$ cat config.mk
export PLATFORM = sky130hd
export DESIGN_NAME = manifest_stream_validator
export DESIGN_NICKNAME = d
export VERILOG_FILES = /design/src/hdl/mfv_pkg.sv /design/src/hdl/manifest_stream_validator.sv /design/src/hdl/mfv_ram.sv
export SDC_FILE = /design/constraint.sdc
export NUM_CORES = 2
export LEC_CHECK = 0
export ABC_CLOCK_PERIOD_IN_PS = 6760
export BUFFER_PORTS_ARGS = -buffer_cell sky130_fd_sc_hd__clkbuf_2
export CORE_MARGIN = 2
export CORE_UTILIZATION = 57
export CTS_CLUSTER_SIZE = 16
export DETAILED_ROUTE_END_ITERATION = 10
export GPL_TIMING_DRIVEN = 0
export PLACE_DENSITY = 0.82
export SLEW_MARGIN = 20
export SYNTH_ARGS = -nofsm -noshare
export SYNTH_HDL_FRONTEND = slang
export SYNTH_SLANG_ARGS = --single-unit
$ cat constraint.sdc
create_clock -name clk -period 6.76 [get_ports clk]
set_input_delay 0.676 -clock clk [delete_from_list [all_inputs] [get_ports clk]]
set_output_delay 0.676 -clock clk [all_outputs]
set_load 0.02 [all_outputs]
$ cat src/hdl/mfv_pkg.sv
package mfv_pkg;

  // Format limits
  localparam logic [15:0] MAX_ENTRIES    = 16'd256;
  localparam logic [15:0] NAME_MAX_BYTES = 16'd63;
  localparam logic [15:0] PATH_MAX_BYTES = 16'd255;
  localparam logic [15:0] KEY_MAX_BYTES  = 16'd127;
  localparam logic [15:0] CID_BYTES      = 16'd32;
  localparam logic [15:0] MAGIC_LEN      = 16'd6;
  localparam logic [15:0] VERSION_BYTES  = 16'd8;
  localparam logic [15:0] SIZE_BYTES     = 16'd8;

  // Prior path store
  localparam int          STORE_DEPTH = 255;
  localparam int          STORE_AW    = $clog2(STORE_DEPTH);
  localparam logic [15:0] STORE_LIMIT = 16'(STORE_DEPTH);

  // Field kind codes as seen on out_tuser
  localparam logic [3:0] KIND_MAGIC    = 4'd0;
  localparam logic [3:0] KIND_VERSION  = 4'd1;
  localparam logic [3:0] KIND_NAME_LEN = 4'd2;
  localparam logic [3:0] KIND_NAME     = 4'd3;
  localparam logic [3:0] KIND_COUNT    = 4'd4;
  localparam logic [3:0] KIND_PATH_LEN = 4'd5;
  localparam logic [3:0] KIND_PATH     = 4'd6;
  localparam logic [3:0] KIND_KEY_LEN  = 4'd7;
  localparam logic [3:0] KIND_KEY      = 4'd8;
  localparam logic [3:0] KIND_SIZE     = 4'd9;
  localparam logic [3:0] KIND_CID      = 4'd10;
  localparam logic [3:0] KIND_EXCESS   = 4'd11;

  // Status codes
  localparam logic [1:0] ST_OK    = 2'd0;
  localparam logic [1:0] ST_VALID = 2'd1;
  localparam logic [1:0] ST_ERROR = 2'd2;

  // Output payload layout
  localparam int OUT_DATA_W = 24;
  localparam int OUT_USER_W = 4;

  // Parser phase, one-hot
  typedef enum logic [11:0] {
    PH_MAGIC    = 12'b0000_0000_0001,
    PH_VERSION  = 12'b0000_0000_0010,
    PH_NAME_LEN = 12'b0000_0000_0100,
    PH_NAME     = 12'b0000_0000_1000,
    PH_COUNT    = 12'b0000_0001_0000,
    PH_PATH_LEN = 12'b0000_0010_0000,
    PH_PATH     = 12'b0000_0100_0000,
    PH_KEY_LEN  = 12'b0000_1000_0000,
    PH_KEY      = 12'b0001_0000_0000,
    PH_SIZE     = 12'b0010_0000_0000,
    PH_CID      = 12'b0100_0000_0000,
    PH_EXCESS   = 12'b1000_0000_0000
  } phase_t;

  // Path order compare result
  typedef enum logic [1:0] {
    V_OPEN    = 2'd0,
    V_LESS    = 2'd1,
    V_GREATER = 2'd2,
    V_EQUAL   = 2'd3
  } verdict_t;

  // Expected magic byte at a position
  function automatic logic [7:0] magic_byte(input logic [2:0] idx);
    logic [7:0] b;
    unique case (idx)
      3'd0:    b = 8'h4D;  // M
      3'd1:    b = 8'h33;  // 3
      3'd2:    b = 8'h52;  // R
      3'd3:    b = 8'h45;  // E
      3'd4:    b = 8'h4C;  // L
      3'd5:    b = 8'h31;  // 1
      default: b = 8'h00;
    endcase
    return b;
  endfunction

  // Field kind tag of a phase
  function automatic logic [3:0] phase_kind(input phase_t ph);
    logic [3:0] k;
    unique case (ph)
      PH_MAGIC:    k = KIND_MAGIC;
      PH_VERSION:  k = KIND_VERSION;
      PH_NAME_LEN: k = KIND_NAME_LEN;
      PH_NAME:     k = KIND_NAME;
      PH_COUNT:    k = KIND_COUNT;
      PH_PATH_LEN: k = KIND_PATH_LEN;
      PH_PATH:     k = KIND_PATH;
      PH_KEY_LEN:  k = KIND_KEY_LEN;
      PH_KEY:      k = KIND_KEY;
      PH_SIZE:     k = KIND_SIZE;
      PH_CID:      k = KIND_CID;
      default:     k = KIND_EXCESS;
    endcase
    return k;
  endfunction

endpackage

$ cat src/hdl/manifest_stream_validator.sv
// Manifest stream validator.
// Input channel in_*: one manifest byte per request in in_tdata, in_tlast on
// the final byte of a manifest. Output channel out_*: one result per input
// byte, carrying the byte, its entry index and a running status, with the
// field kind in out_tuser. Status reads 0 while the manifest is fine so far,
// 1 on the last byte of a complete and valid manifest, 2 once any check has
// failed (sticky until the last byte).
// Throughput is one byte per cycle unless the output stalls; the result is
// registered in the cycle after the byte is taken. The rate is set by the
// prior-path store, a single RAM with one write and one registered read per
// cycle; the next byte's read is issued with the current one's state update.
// Reset clears the parser to the start of a manifest and empties the output
// register; the path store needs no clearing, only bytes of the previous path
// in the same manifest are ever read. The parser also returns to the start
// after every byte marked in_tlast.
// When the receiver stalls, the result holds in the output register and
// in_tready drops only while that register is full and not being taken.
module manifest_stream_validator (
  input  logic                           clk,
  input  logic                           rst_n,
  // Input requests
  input  logic                           in_tvalid,
  output logic                           in_tready,
  input  logic [7:0]                     in_tdata,   // [7:0] data_byte
  input  logic                           in_tlast,   // end_of_stream
  // Result requests
  output logic                           out_tvalid,
  input  logic                           out_tready,
  output logic [mfv_pkg::OUT_DATA_W-1:0] out_tdata,  // [7:0] byte_value,
                                                     // [15:8] entry_number,
                                                     // [17:16] status
  output logic [mfv_pkg::OUT_USER_W-1:0] out_tuser   // [3:0] field_kind
);

  import mfv_pkg::*;

  phase_t        phase_r, phase_nxt;
  logic [15:0]   bif_r, bif_nxt;
  logic [15:0]   field_len_r, field_len_nxt;
  logic [15:0]   expected_r, expected_nxt;
  logic [8:0]    entry_cnt_r, entry_cnt_nxt;
  logic [7:0]    prior_len_r, prior_len_nxt;
  verdict_t      verdict_r, verdict_nxt;
  logic          error_r, error_nxt;

  logic          out_valid_r;
  logic [OUT_DATA_W-1:0] out_data_r;
  logic [OUT_USER_W-1:0] out_user_r;

  logic          accept;
  logic [7:0]    b;
  logic [3:0]    kind;
  logic [7:0]    ent;
  logic [1:0]    status;
  logic          store_we;
  logic [7:0]    store_rdata;
  logic [STORE_AW-1:0] store_raddr;

  assign accept    = in_tvalid && in_tready;
  assign in_tready = !out_valid_r || out_tready;
  assign b         = in_tdata;

  // Parser next state for the byte on the input
  always_comb begin
    logic [15:0] bif_inc;
    logic [15:0] len;
    logic [7:0]  p;
    logic        fail;
    verdict_t    v_mid;
    logic [15:0] exp_dec;

    phase_nxt     = phase_r;
    bif_nxt       = bif_r;
    field_len_nxt = field_len_r;
    expected_nxt  = expected_r;
    entry_cnt_nxt = entry_cnt_r;
    prior_len_nxt = prior_len_r;
    verdict_nxt   = verdict_r;
    error_nxt     = error_r;
    store_we      = 1'b0;
    fail          = 1'b0;

    bif_inc = bif_r + 16'd1;
    len     = field_len_r | {8'h00, b};
    exp_dec = expected_r - 16'd1;
    p       = ((bif_r < {8'h00, prior_len_r}) && (bif_r < STORE_LIMIT)) ? store_rdata : 8'h00;
    v_mid   = verdict_r;
    if (verdict_r == V_OPEN) begin
      if (b != p) begin
        v_mid = (b < p) ? V_LESS : V_GREATER;
      end else if (b == 8'h00) begin
        v_mid = V_EQUAL;
      end
    end

    kind = phase_kind(phase_r);
    ent  = (phase_r == PH_PATH_LEN || phase_r == PH_PATH || phase_r == PH_KEY_LEN ||
            phase_r == PH_KEY || phase_r == PH_SIZE || phase_r == PH_CID)
           ? entry_cnt_r[7:0] : 8'h00;

    unique case (phase_r)
      PH_MAGIC: begin
        if (bif_r >= MAGIC_LEN || b != magic_byte(bif_r[2:0])) begin
          fail = 1'b1;
        end else if (bif_inc == MAGIC_LEN) begin
          phase_nxt = PH_VERSION;
          bif_nxt   = '0;
        end else begin
          bif_nxt = bif_inc;
        end
      end
      PH_VERSION: begin
        if (bif_inc >= VERSION_BYTES) begin
          phase_nxt = PH_NAME_LEN;
          bif_nxt   = '0;
        end else begin
          bif_nxt = bif_inc;
        end
      end
      PH_NAME_LEN, PH_COUNT, PH_PATH_LEN, PH_KEY_LEN: begin
        if (bif_r == 16'd0) begin
          // High byte of a big-endian length
          field_len_nxt = {b, 8'h00};
          bif_nxt       = 16'd1;
        end else begin
          bif_nxt = '0;
          unique case (phase_r)
            PH_NAME_LEN: begin
              if (len == 16'd0 || len > NAME_MAX_BYTES) begin
                fail = 1'b1;
              end else begin
                field_len_nxt = len;
                phase_nxt     = PH_NAME;
              end
            end
            PH_COUNT: begin
              if (len > MAX_ENTRIES) begin
                fail = 1'b1;
              end else begin
                expected_nxt  = len;
                entry_cnt_nxt = '0;
                prior_len_nxt = '0;
                phase_nxt     = (len == 16'd0) ? PH_EXCESS : PH_PATH_LEN;
              end
            end
            PH_PATH_LEN: begin
              if (len == 16'd0 || len > PATH_MAX_BYTES) begin
                fail = 1'b1;
              end else begin
                field_len_nxt = len;
                verdict_nxt   = V_OPEN;
                phase_nxt     = PH_PATH;
              end
            end
            default: begin
              if (len == 16'd0 || len > KEY_MAX_BYTES) begin
                fail = 1'b1;
              end else begin
                field_len_nxt = len;
                phase_nxt     = PH_KEY;
              end
            end
          endcase
        end
      end
      PH_NAME: begin
        if (bif_inc >= field_len_r) begin
          phase_nxt = PH_COUNT;
          bif_nxt   = '0;
        end else begin
          bif_nxt = bif_inc;
        end
      end
      PH_PATH: begin
        store_we = (bif_r < STORE_LIMIT);
        if (bif_inc < field_len_r) begin
          bif_nxt     = bif_inc;
          verdict_nxt = v_mid;
        end else begin
          // Path still undecided at its end is a prefix or equal: both fail
          verdict_nxt = (v_mid == V_OPEN) ? V_EQUAL : v_mid;
          if (prior_len_r != 8'h00 && v_mid != V_GREATER) begin
            fail = 1'b1;
          end else begin
            prior_len_nxt = (field_len_r > STORE_LIMIT) ? STORE_LIMIT[7:0]
                                                        : field_len_r[7:0];
            phase_nxt     = PH_KEY_LEN;
            bif_nxt       = '0;
          end
        end
      end
      PH_KEY: begin
        if (bif_inc >= field_len_r) begin
          phase_nxt = PH_SIZE;
          bif_nxt   = '0;
        end else begin
          bif_nxt = bif_inc;
        end
      end
      PH_SIZE: begin
        if (bif_inc >= SIZE_BYTES) begin
          phase_nxt = PH_CID;
          bif_nxt   = '0;
        end else begin
          bif_nxt = bif_inc;
        end
      end
      PH_CID: begin
        if (bif_inc >= CID_BYTES) begin
          entry_cnt_nxt = entry_cnt_r + 9'd1;
          expected_nxt  = exp_dec;
          phase_nxt     = (exp_dec == 16'd0) ? PH_EXCESS : PH_PATH_LEN;
          bif_nxt       = '0;
        end else begin
          bif_nxt = bif_inc;
        end
      end
      default: begin
        fail = 1'b1;
      end
    endcase

    if (fail) begin
      error_nxt = 1'b1;
      phase_nxt = PH_EXCESS;
      bif_nxt   = '0;
    end

    status = error_nxt ? ST_ERROR : ST_OK;

    // Final byte: report the verdict and start over
    if (in_tlast) begin
      status        = (!error_nxt && phase_nxt == PH_EXCESS) ? ST_VALID : ST_ERROR;
      phase_nxt     = PH_MAGIC;
      bif_nxt       = '0;
      field_len_nxt = '0;
      expected_nxt  = '0;
      entry_cnt_nxt = '0;
      prior_len_nxt = '0;
      verdict_nxt   = V_OPEN;
      error_nxt     = 1'b0;
    end
  end

  // Read for the next byte follows the updated position
  assign store_raddr = accept ? bif_nxt[STORE_AW-1:0] : bif_r[STORE_AW-1:0];

  mfv_ram #(
    .WIDTH (8),
    .DEPTH (STORE_DEPTH)
  ) u_store (
    .clk   (clk),
    .we    (accept && store_we),
    .waddr (bif_r[STORE_AW-1:0]),
    .wdata (b),
    .raddr (store_raddr),
    .rdata (store_rdata)
  );

  // Parser state
  always_ff @(posedge clk) begin
    if (!rst_n) begin
      phase_r     <= PH_MAGIC;
      bif_r       <= '0;
      field_len_r <= '0;
      expected_r  <= '0;
      entry_cnt_r <= '0;
      prior_len_r <= '0;
      verdict_r   <= V_OPEN;
      error_r     <= 1'b0;
    end else if (accept) begin
      phase_r     <= phase_nxt;
      bif_r       <= bif_nxt;
      field_len_r <= field_len_nxt;
      expected_r  <= expected_nxt;
      entry_cnt_r <= entry_cnt_nxt;
      prior_len_r <= prior_len_nxt;
      verdict_r   <= verdict_nxt;
      error_r     <= error_nxt;
    end
  end

  // Output register
  always_ff @(posedge clk) begin
    if (!rst_n) begin
      out_valid_r <= 1'b0;
    end else if (accept) begin
      out_valid_r <= 1'b1;
    end else if (out_tready) begin
      out_valid_r <= 1'b0;
    end
  end

  always_ff @(posedge clk) begin
    if (accept) begin
      out_data_r <= {{(OUT_DATA_W - 18){1'b0}}, status, ent, b};
      out_user_r <= kind;
    end
  end

  assign out_tvalid = out_valid_r;
  assign out_tdata  = out_data_r;
  assign out_tuser  = out_user_r;

endmodule

$ cat src/hdl/mfv_ram.sv
module mfv_ram #(
  parameter int WIDTH = 8,
  parameter int DEPTH = 256
) (
  input  logic                     clk,
  input  logic                     we,
  input  logic [$clog2(DEPTH)-1:0] waddr,
  input  logic [WIDTH-1:0]         wdata,
  input  logic [$clog2(DEPTH)-1:0] raddr,
  output logic [WIDTH-1:0]         rdata
);

  logic [WIDTH-1:0] mem [DEPTH];

  // One write port, one registered read port
  always_ff @(posedge clk) begin
    if (we) begin
      mem[waddr] <= wdata;
    end
    rdata <= mem[raddr];
  end

endmodule

-- After elaboration in Yosys (flattened, before gate mapping)
Memories as Yosys holds them, arrays and structs flattened. A register that Yosys moved wholly into a read port is not among the register bits.
Cells that the tools add are included.
- bits in registers: 103
- bits in latches: 0
- memory bits (writable): 2040
- bits in read-only memories: 0
- bits of input ports: 13
- output and inout bits: 30
- word-level logic and storage cells: 199
- memories: 1
- add/subtract/negate cells: 3
- multiply operators: 0
- div/mod/pow operators: 0
- magnitude comparators: 13
- eq/ne operators: 35
- shifts and indexed selects: 0
- muxes and demuxes: 94
- bitwise operators: 1
- reduce and logical (&&, ||, !) cells: 39
- memory list (memory ; depth ; bits a word ; read ports ; clocked after memory_dff ; wr ports ; line ; text):
    u_store.mem ; 255 ; 8 ; 1 ; 1 ; 1 ; mfv_ram.sv:13 ; logic [WIDTH-1:0] mem [DEPTH];
- operator list (cell ; count):
    $mux 16 ; 20
    $mux 12 ; 18
    $pmux 12 s8 ; 1
    $pmux 16 s6 ; 1
    $mux 8 ; 10
    $logic_not 16->1 ; 3
    $pmux 16 s3 ; 1
    $mux 9 ; 5
    $pmux 4 s11 ; 1
    $pmux 7 s6 ; 1
    $pmux 12 s3 ; 1
    $gt 16x8->1 const B ; 2
    $pmux 16 s2 ; 1
    $mux 2 ; 13
    $ne 3x3->1 const B ; 8
    $pmux 9 s2 ; 1
    $add 16x1->16 const B ; 1
    $eq 16x3->1 const B ; 1
    $ge 16x16->1 ; 1
    $ge 16x3->1 const B ; 1
    $ge 16x4->1 const B ; 1
    $ge 16x6->1 const B ; 1
    $gt 16x6->1 const B ; 1
    $gt 16x7->1 const B ; 1
    other kinds (49) ; 90

-- Logic depth before layout (Yosys ltp)
- depth after elaboration: 17
- depth in mapped cells: 34
- gate-level depth less buffers: 26

-- By module
From an unflattened synthesis, not the netlist that was laid out.
- cells, all modules: 4915
- area, all modules: 88178.3 µm²
- by module, submodules not included (module ; times used ; cells each ; area an instance (µm²) ; sequential area each (µm²)):
    mfv_ram ; 1 ; 3910 ; 80485.9 ; 61418.9
    manifest_stream_validator ; 1 ; 1005 ; 7692.4 ; 2262.2

-- Worst setup path after synthesis
OpenSTA, ideal clock, no wires.
- kind: reg-to-reg
- start: register prior_len_r[1]
- end: register u_store.rdata[0] (read register of u_store.mem)
- setup time: 0.088 ns
- arrival time: 6.570 ns
- data required time: 6.672 ns
- slack: 0.102 ns
- cell stages (with the launch flop): 29
- path buffers: 2
- period minus slack after synthesis: 6.658 ns
- path through: dfxtp_1 -> inv_1 -> ha_1 -> a21boi_0 -> o21a_1 -> o21ai_0 -> nand2b_1 -> a21oi_1 -> nor2b_1 -> o21ai_0 -> nand2b_1 -> a2111oi_0 -> nand2_1 -> ha_1 -> o21a_1 -> a21oi_1 -> o31a_1 -> o21ba_2 -> o2111a_1 -> o31ai_1 -> a31o_2 -> nor2_2 -> buf_2 -> nand2_1 -> clkbuf_1 -> o22ai_1 -> o31a_1 -> or4_1 -> nor4_2
- longest elaborated chain between the ends: 15
- elaborated cells on any way between the ends: 20
- those cells by class: order compare: 2; eq/ne: 2; mux: 13; reduce/logical: 3
- ends and longest elaborated chain (what ; line ; text):
    from (decl) ; manifest_stream_validator.sv:42 ; logic [7:0] prior_len_r, prior_len_nxt;
    from (signal assigned) ; manifest_stream_validator.sv:277 ; prior_len_r <= prior_len_nxt;
    $lt 16x8->1 ; manifest_stream_validator.sv:86 ; p = ((bif_r < {8'h00, prior_len_r}) && (bif_r < STORE_LIMIT)) ? store_rdata : 8'h00;
    $logic_and 1x1->1 ; manifest_stream_validator.sv:86 ;
    $mux 8 ; manifest_stream_validator.sv:86 ;
    $lt 8x8->1 ; manifest_stream_validator.sv:90 ; v_mid = (b < p) ? V_LESS : V_GREATER;
    $mux 2 ; manifest_stream_validator.sv:90 ;
    $mux 2 ; manifest_stream_validator.sv:89 ; if (b != p) begin
    $mux 2 ; manifest_stream_validator.sv:88 ; if (verdict_r == V_OPEN) begin
    $ne 2x2->1 ; manifest_stream_validator.sv:182 ; if (prior_len_r != 8'h00 && v_mid != V_GREATER) begin
    $logic_and 1x1->1 (*) ; manifest_stream_validator.sv:182 ;
    $mux 16 / $mux 1 (equally long branches) ; manifest_stream_validator.sv:182 ;
    $mux 16 / $mux 1 (equally long branches) ; manifest_stream_validator.sv:176 ; if (bif_inc < field_len_r) begin
    $pmux 16 s6 / $pmux 1 s4 (equally long branches) ; manifest_stream_validator.sv:101 ; unique case (phase_r)
    $mux 16 (*) ; manifest_stream_validator.sv:223 ; if (fail) begin
    $mux 16 (*) ; manifest_stream_validator.sv:232 ; if (in_tlast) begin
    $mux 8 (*) ; manifest_stream_validator.sv:246 ; assign store_raddr = accept ? bif_nxt[STORE_AW-1:0] : bif_r[STORE_AW-1:0];
    to (decl) ; mfv_ram.sv:10 ; output logic [WIDTH-1:0] rdata
Mark *: on every way between the ends. The rest lies on a longest branch, timed or not. The select of a mux whose other input is x is not followed.
A chain may end at the register's enable or synchronous reset.

-- Worst setup path after layout
- start: register phase_r[2]
- end: register u_store.rdata[6] (read register of u_store.mem)
- longest elaborated chain between the ends: 7
- elaborated cells on any way between the ends: 22
- those cells by class: eq/ne: 11; mux: 7; reduce/logical: 4
- ends and longest elaborated chain (what ; line ; text):
    from (decl) ; manifest_stream_validator.sv:37 ; phase_t phase_r, phase_nxt;
    from (signal assigned) ; manifest_stream_validator.sv:272 ; phase_r <= phase_nxt;
    $eq 12x6->1, or another cell as far along ; manifest_stream_validator.sv:101, manifest_stream_validator.sv:127 ;
    $pmux 1 s3 ; manifest_stream_validator.sv:127 ; unique case (phase_r)
    $mux 1 ; manifest_stream_validator.sv:121 ; if (bif_r == 16'd0) begin
    $pmux 1 s4 ; manifest_stream_validator.sv:101 ;
    $mux 16 (*) ; manifest_stream_validator.sv:223 ;
    $mux 16 (*) ; manifest_stream_validator.sv:232 ;
    $mux 8 (*) ; manifest_stream_validator.sv:246 ;
Mark *: on every way between the ends. The rest lies on a longest branch, timed or not.

==> results.sh <==
export IMPL_busiest_layer="met2"
export IMPL_clock_latency_ns=0.91
export IMPL_grt_max_degree=130
export IMPL_ctsHoldBuffers=0
export IMPL_tns_ns=-3.27
export IMPL_period_needed_ns=7.27
export IMPL_cts_max_path_buffers=3
export IMPL_boundaryPins=43
export IMPL_netlist_area_um2=87900
export IMPL_htree_levels=4
export IMPL_ys_ff_latch=2150
export IMPL_synth_flop_cell="edfxtp_1"
export IMPL_grt_total_usage_pct=35.6
export IMPL_grt_pass1_wl_um=396000
export IMPL_min_from="in_tdata[6]"
export IMPL_root_buffer="clkbuf_16"
export IMPL_synth_edff_count=2062
export IMPL_slowest_stage="nor3b_1"
export IMPL_layout_common_cells="2062 x edfxtp_1, 769 x nand2_1, 381 x nor2_1"
export IMPL_worstPathMaxFanout=10
export IMPL_coreArea_um2=154000
export IMPL_place_congestion=1.01
export IMPL_crit_arrival_ns=8.02
export IMPL_fillers=9875
export IMPL_avgSynthCellArea_um2=15.4
export IMPL_endpoint_kind="flip-flop"
export IMPL_antenna_left=0
export IMPL_drive_gt1_share_pct=18.8
export IMPL_rsz0062_at_grt="yes"
export IMPL_numCtsBuffers=203
export IMPL_area_growth_synth_to_final_pct=14.8
export IMPL_die_area_um2=157000
export IMPL_p_total_w=0.0272
export IMPL_synth_warnings=0
export IMPL_async_flop_share_pct=0
export IMPL_p_leak_nw=33.4
export IMPL_finalNetCount=6101
export IMPL_dp_cells=7810
export IMPL_worstPathRequired_ns=7.51
export IMPL_min_period_over_period_pct=108
export IMPL_clk_pin_slew_ns=0.06
export IMPL_fp_dieW_um=397
export IMPL_grt_pass1_vias=55500
export IMPL_min_to="u_store.mem[187][6]$_DFFE_PP_"
export IMPL_initialDrtViolationCount=10458
export IMPL_slowest_delay_ns=1.00
export IMPL_clock_sinks=2150
export IMPL_hold_viol_final=0
export IMPL_vdd_drop_max_mv=0.277
export IMPL_io_buffers=35
export IMPL_finalMaxSlewViolations=0
export IMPL_rrSetupSlack_ns=-0.51
export IMPL_rr_worst_depth=20
export IMPL_worst_pin_slew_ns=1.31
export IMPL_synth_top_family_by_area="simple AND/OR/NAND/NOR gates"
export IMPL_violations="design-rule violations, negative setup slack"
export IMPL_vias=57867
export IMPL_avgRoutedWirePerCell_um=34.3
export IMPL_cp_cell_sequence="clkbuf_1 -> nor4_2 -> nand4_1 -> nand3_1 -> nor3b_1 -> clkbuf_1 -> nor2_1 -> a21oi_1 -> nor2_2 -> buf_12 -> buf_2 -> buf_4 -> clkbuf_4 -> buf_8 -> mux2i_1 -> mux2i_1 -> o22ai_1 -> o41ai_4 -> o2111ai_2 -> nor4_1"
export IMPL_initial_core_util_pct=57.2
export IMPL_setup_slack_ns=-0.509
export IMPL_die_h_um=397
export IMPL_drc=3
export IMPL_routed_wl_um=283000
export IMPL_powerDensity_nw_per_um2=270
export IMPL_ys_types=87
export IMPL_gr_usage_met3_pct=12.9
export IMPL_routed_via_density=6.99
export IMPL_maxCapViolCount=0
export IMPL_r2r_end="u_store.rdata[6]$_DFF_P_"
export IMPL_hold_class="input port to flip-flop"
export IMPL_firstDrtPassIters=11
export IMPL_synth_simple_area_share_pct=9.48
export IMPL_synth_compound_area_share_pct=5.83
export IMPL_synth_xor_area_share_pct=0.369
export IMPL_start_kind="flip-flop"
export IMPL_synthCells=5699
export IMPL_muxShareOfSynthArea_pct=8.89
export IMPL_antenna_found_initial=8
export IMPL_ys_seq_area_share_pct=72.5
export IMPL_grt_use_met2_pct=52.8
export IMPL_min_path_cells=1
export IMPL_fin_cells=8277
export IMPL_r2r_start="phase_r[2]$_SDFFE_PN0P_"
export IMPL_grt_overflow_total=0
export IMPL_critical_path_class="flip-flop to flip-flop"
export IMPL_status="finished with violations"
export IMPL_num_rows=144
export IMPL_dp_hpwl_um=178000
export IMPL_setup_viol=8
export IMPL_synth_fa_ha_area_share_pct=0.555
export IMPL_timing_fmax_mhz=138
export IMPL_preCtsSetupSlack_ns=-4.19
export IMPL_fin_skew_ns=0.0688
export IMPL_relSlewSlack_pct=12.3
export IMPL_cts_tree="done"
export IMPL_layout_commonest_cell="edfxtp_1"
export IMPL_grt_met1_usage_pct=44.8
==> power by group <==
| part | internal (W) | switching (W) |
|---|---|---|
| Clock | 0.00648 | 0.00522 |
| Combinational | 0.000272 | 0.000664 |
| Sequential | 0.0146 | 0.0000162 |
| Total | 0.0213 | 0.00590 |
==> cell families (layout without fill, tap and decap cells) <==
family | count (synthesis) | after routing
AOI/OAI and AO/OA | 764 | 764
xor gates and xnor gates | 37 | 37
adders and majority gates | 39 | 39
buffers and inverters | 418 | 940
DFF | 2150 | 2150
muxes | 444 | 444
other | 1 | 13
and+or+nand+nor | 1846 | 1846
==> layout make-up <==
| type | count | area, um^2 | area share (%) |
|---|---|---|---|
| Multi-Input combinational cell | 3136 | 23400 | 23.2 |
| Antenna cell | 7 | 17.5 | 0.0174 |
| Tap cell | 2044 | 2560 | 2.54 |
| Clock inverter | 138 | 1400 | 1.39 |
| Clock buffer | 244 | 5400 | 5.36 |
| Inverter | 64 | 240 | 0.238 |
| Sequential cell | 2150 | 63700 | 63.1 |
| Buffer | 348 | 2510 | 2.48 |
| Timing Repair Buffer | 146 | 1650 | 1.63 |
==> what timing repair did <==
item | CTS | global route
setup buffers | 64 | 18
gates resized for setup | 440 | 69
pin swaps | 62 | 45
setup endpoints to repair | 13 | 8
gates cloned | 3 | 1
==> critical path: cells and delay by family (launching register included) <==
family	cells	cell delay [ns]
AO/OA/AOI/OAI	4	1.50
buffers and inverters	7	2.24
AND/OR/NAND/NOR	7	2.69
flip-flops	1	0.32
multiplexers	2	0.35
==> sequential cells by signal, indices dropped and copies added (netlist names) <==
| register | count |
|---|---|
| u_store.mem | 2040 |
| out_tdata | 18 |
| bif_r | 16 |
| expected_r | 16 |
| field_len_r | 16 |
| phase_r | 12 |
| entry_cnt_r | 8 |
| prior_len_r | 8 |
| u_store.rdata | 8 |
| out_tuser | 4 |
| verdict_r | 2 |
| error_r | 1 |
| out_tvalid | 1 |
==> worst max-delay path by stage <==
stage | from | endpoint | slack (ns) | depth (start not counted)
2_1_floorplan | prior_len_r[1]$_SDFFE_PN0P_ | u_store.rdata[0]$_DFF_P_ | 0.10 | 28
3_3_place_gp | in_tdata[0] | u_store.rdata[2]$_DFF_P_ | -6.08 | 16
3_5_place_dp | bif_r[0]$_SDFFE_PN0P_ | u_store.rdata[0]$_DFF_P_ | -4.19 | 24
4_1_cts | bif_r[1]$_SDFFE_PN0P_ | u_store.rdata[7]$_DFF_P_ | -0.17 | 33
5_1_grt | bif_r[1]$_SDFFE_PN0P_ | u_store.rdata[6]$_DFF_P_ | -0.57 | 33
6_report | phase_r[2]$_SDFFE_PN0P_ | u_store.rdata[6]$_DFF_P_ | -0.51 | 20
==> synthesized netlist by cell type, drive strengths merged, types with 81 or more instances <==
cell type | count | area, um^2
o21ai | 81 | 405
mux4 | 268 | 6040
nor3 | 92 | 460
nand3 | 282 | 1410
nand2 | 780 | 2930
a21oi | 226 | 1130
mux2i | 175 | 1760
nor2 | 386 | 1460
buf | 166 | 1140
o22ai | 93 | 582
clkbuf | 188 | 706
dfxtp | 88 | 1760
edfxtp | 2062 | 61900
==> layer usage <==
| layer | wire length, um | vias to the layer above |
|---|---|---|
| li1 | - | 22812 |
| met1 | 91500 | 28287 |
| met2 | 125000 | 5472 |
| met4 | 22700 | 14 |
| met3 | 44400 | 1282 |
| met5 | 187 | - |
==> metrics by stage <==
step / hold WS (ns) / util (%) / cell area [um^2]
floorplan: 0.451 / - / 87900
global placement: 0.470 / 59.0 / 90600
detailed placement: 0.477 / 59.5 / 91400
CTS: 0.0375 / 65.4 / 100000
global route: 0.0505 / 65.7 / 101000
finish: 0.0572 / 65.7 / 101000
(Power assumes the default switching activity.)
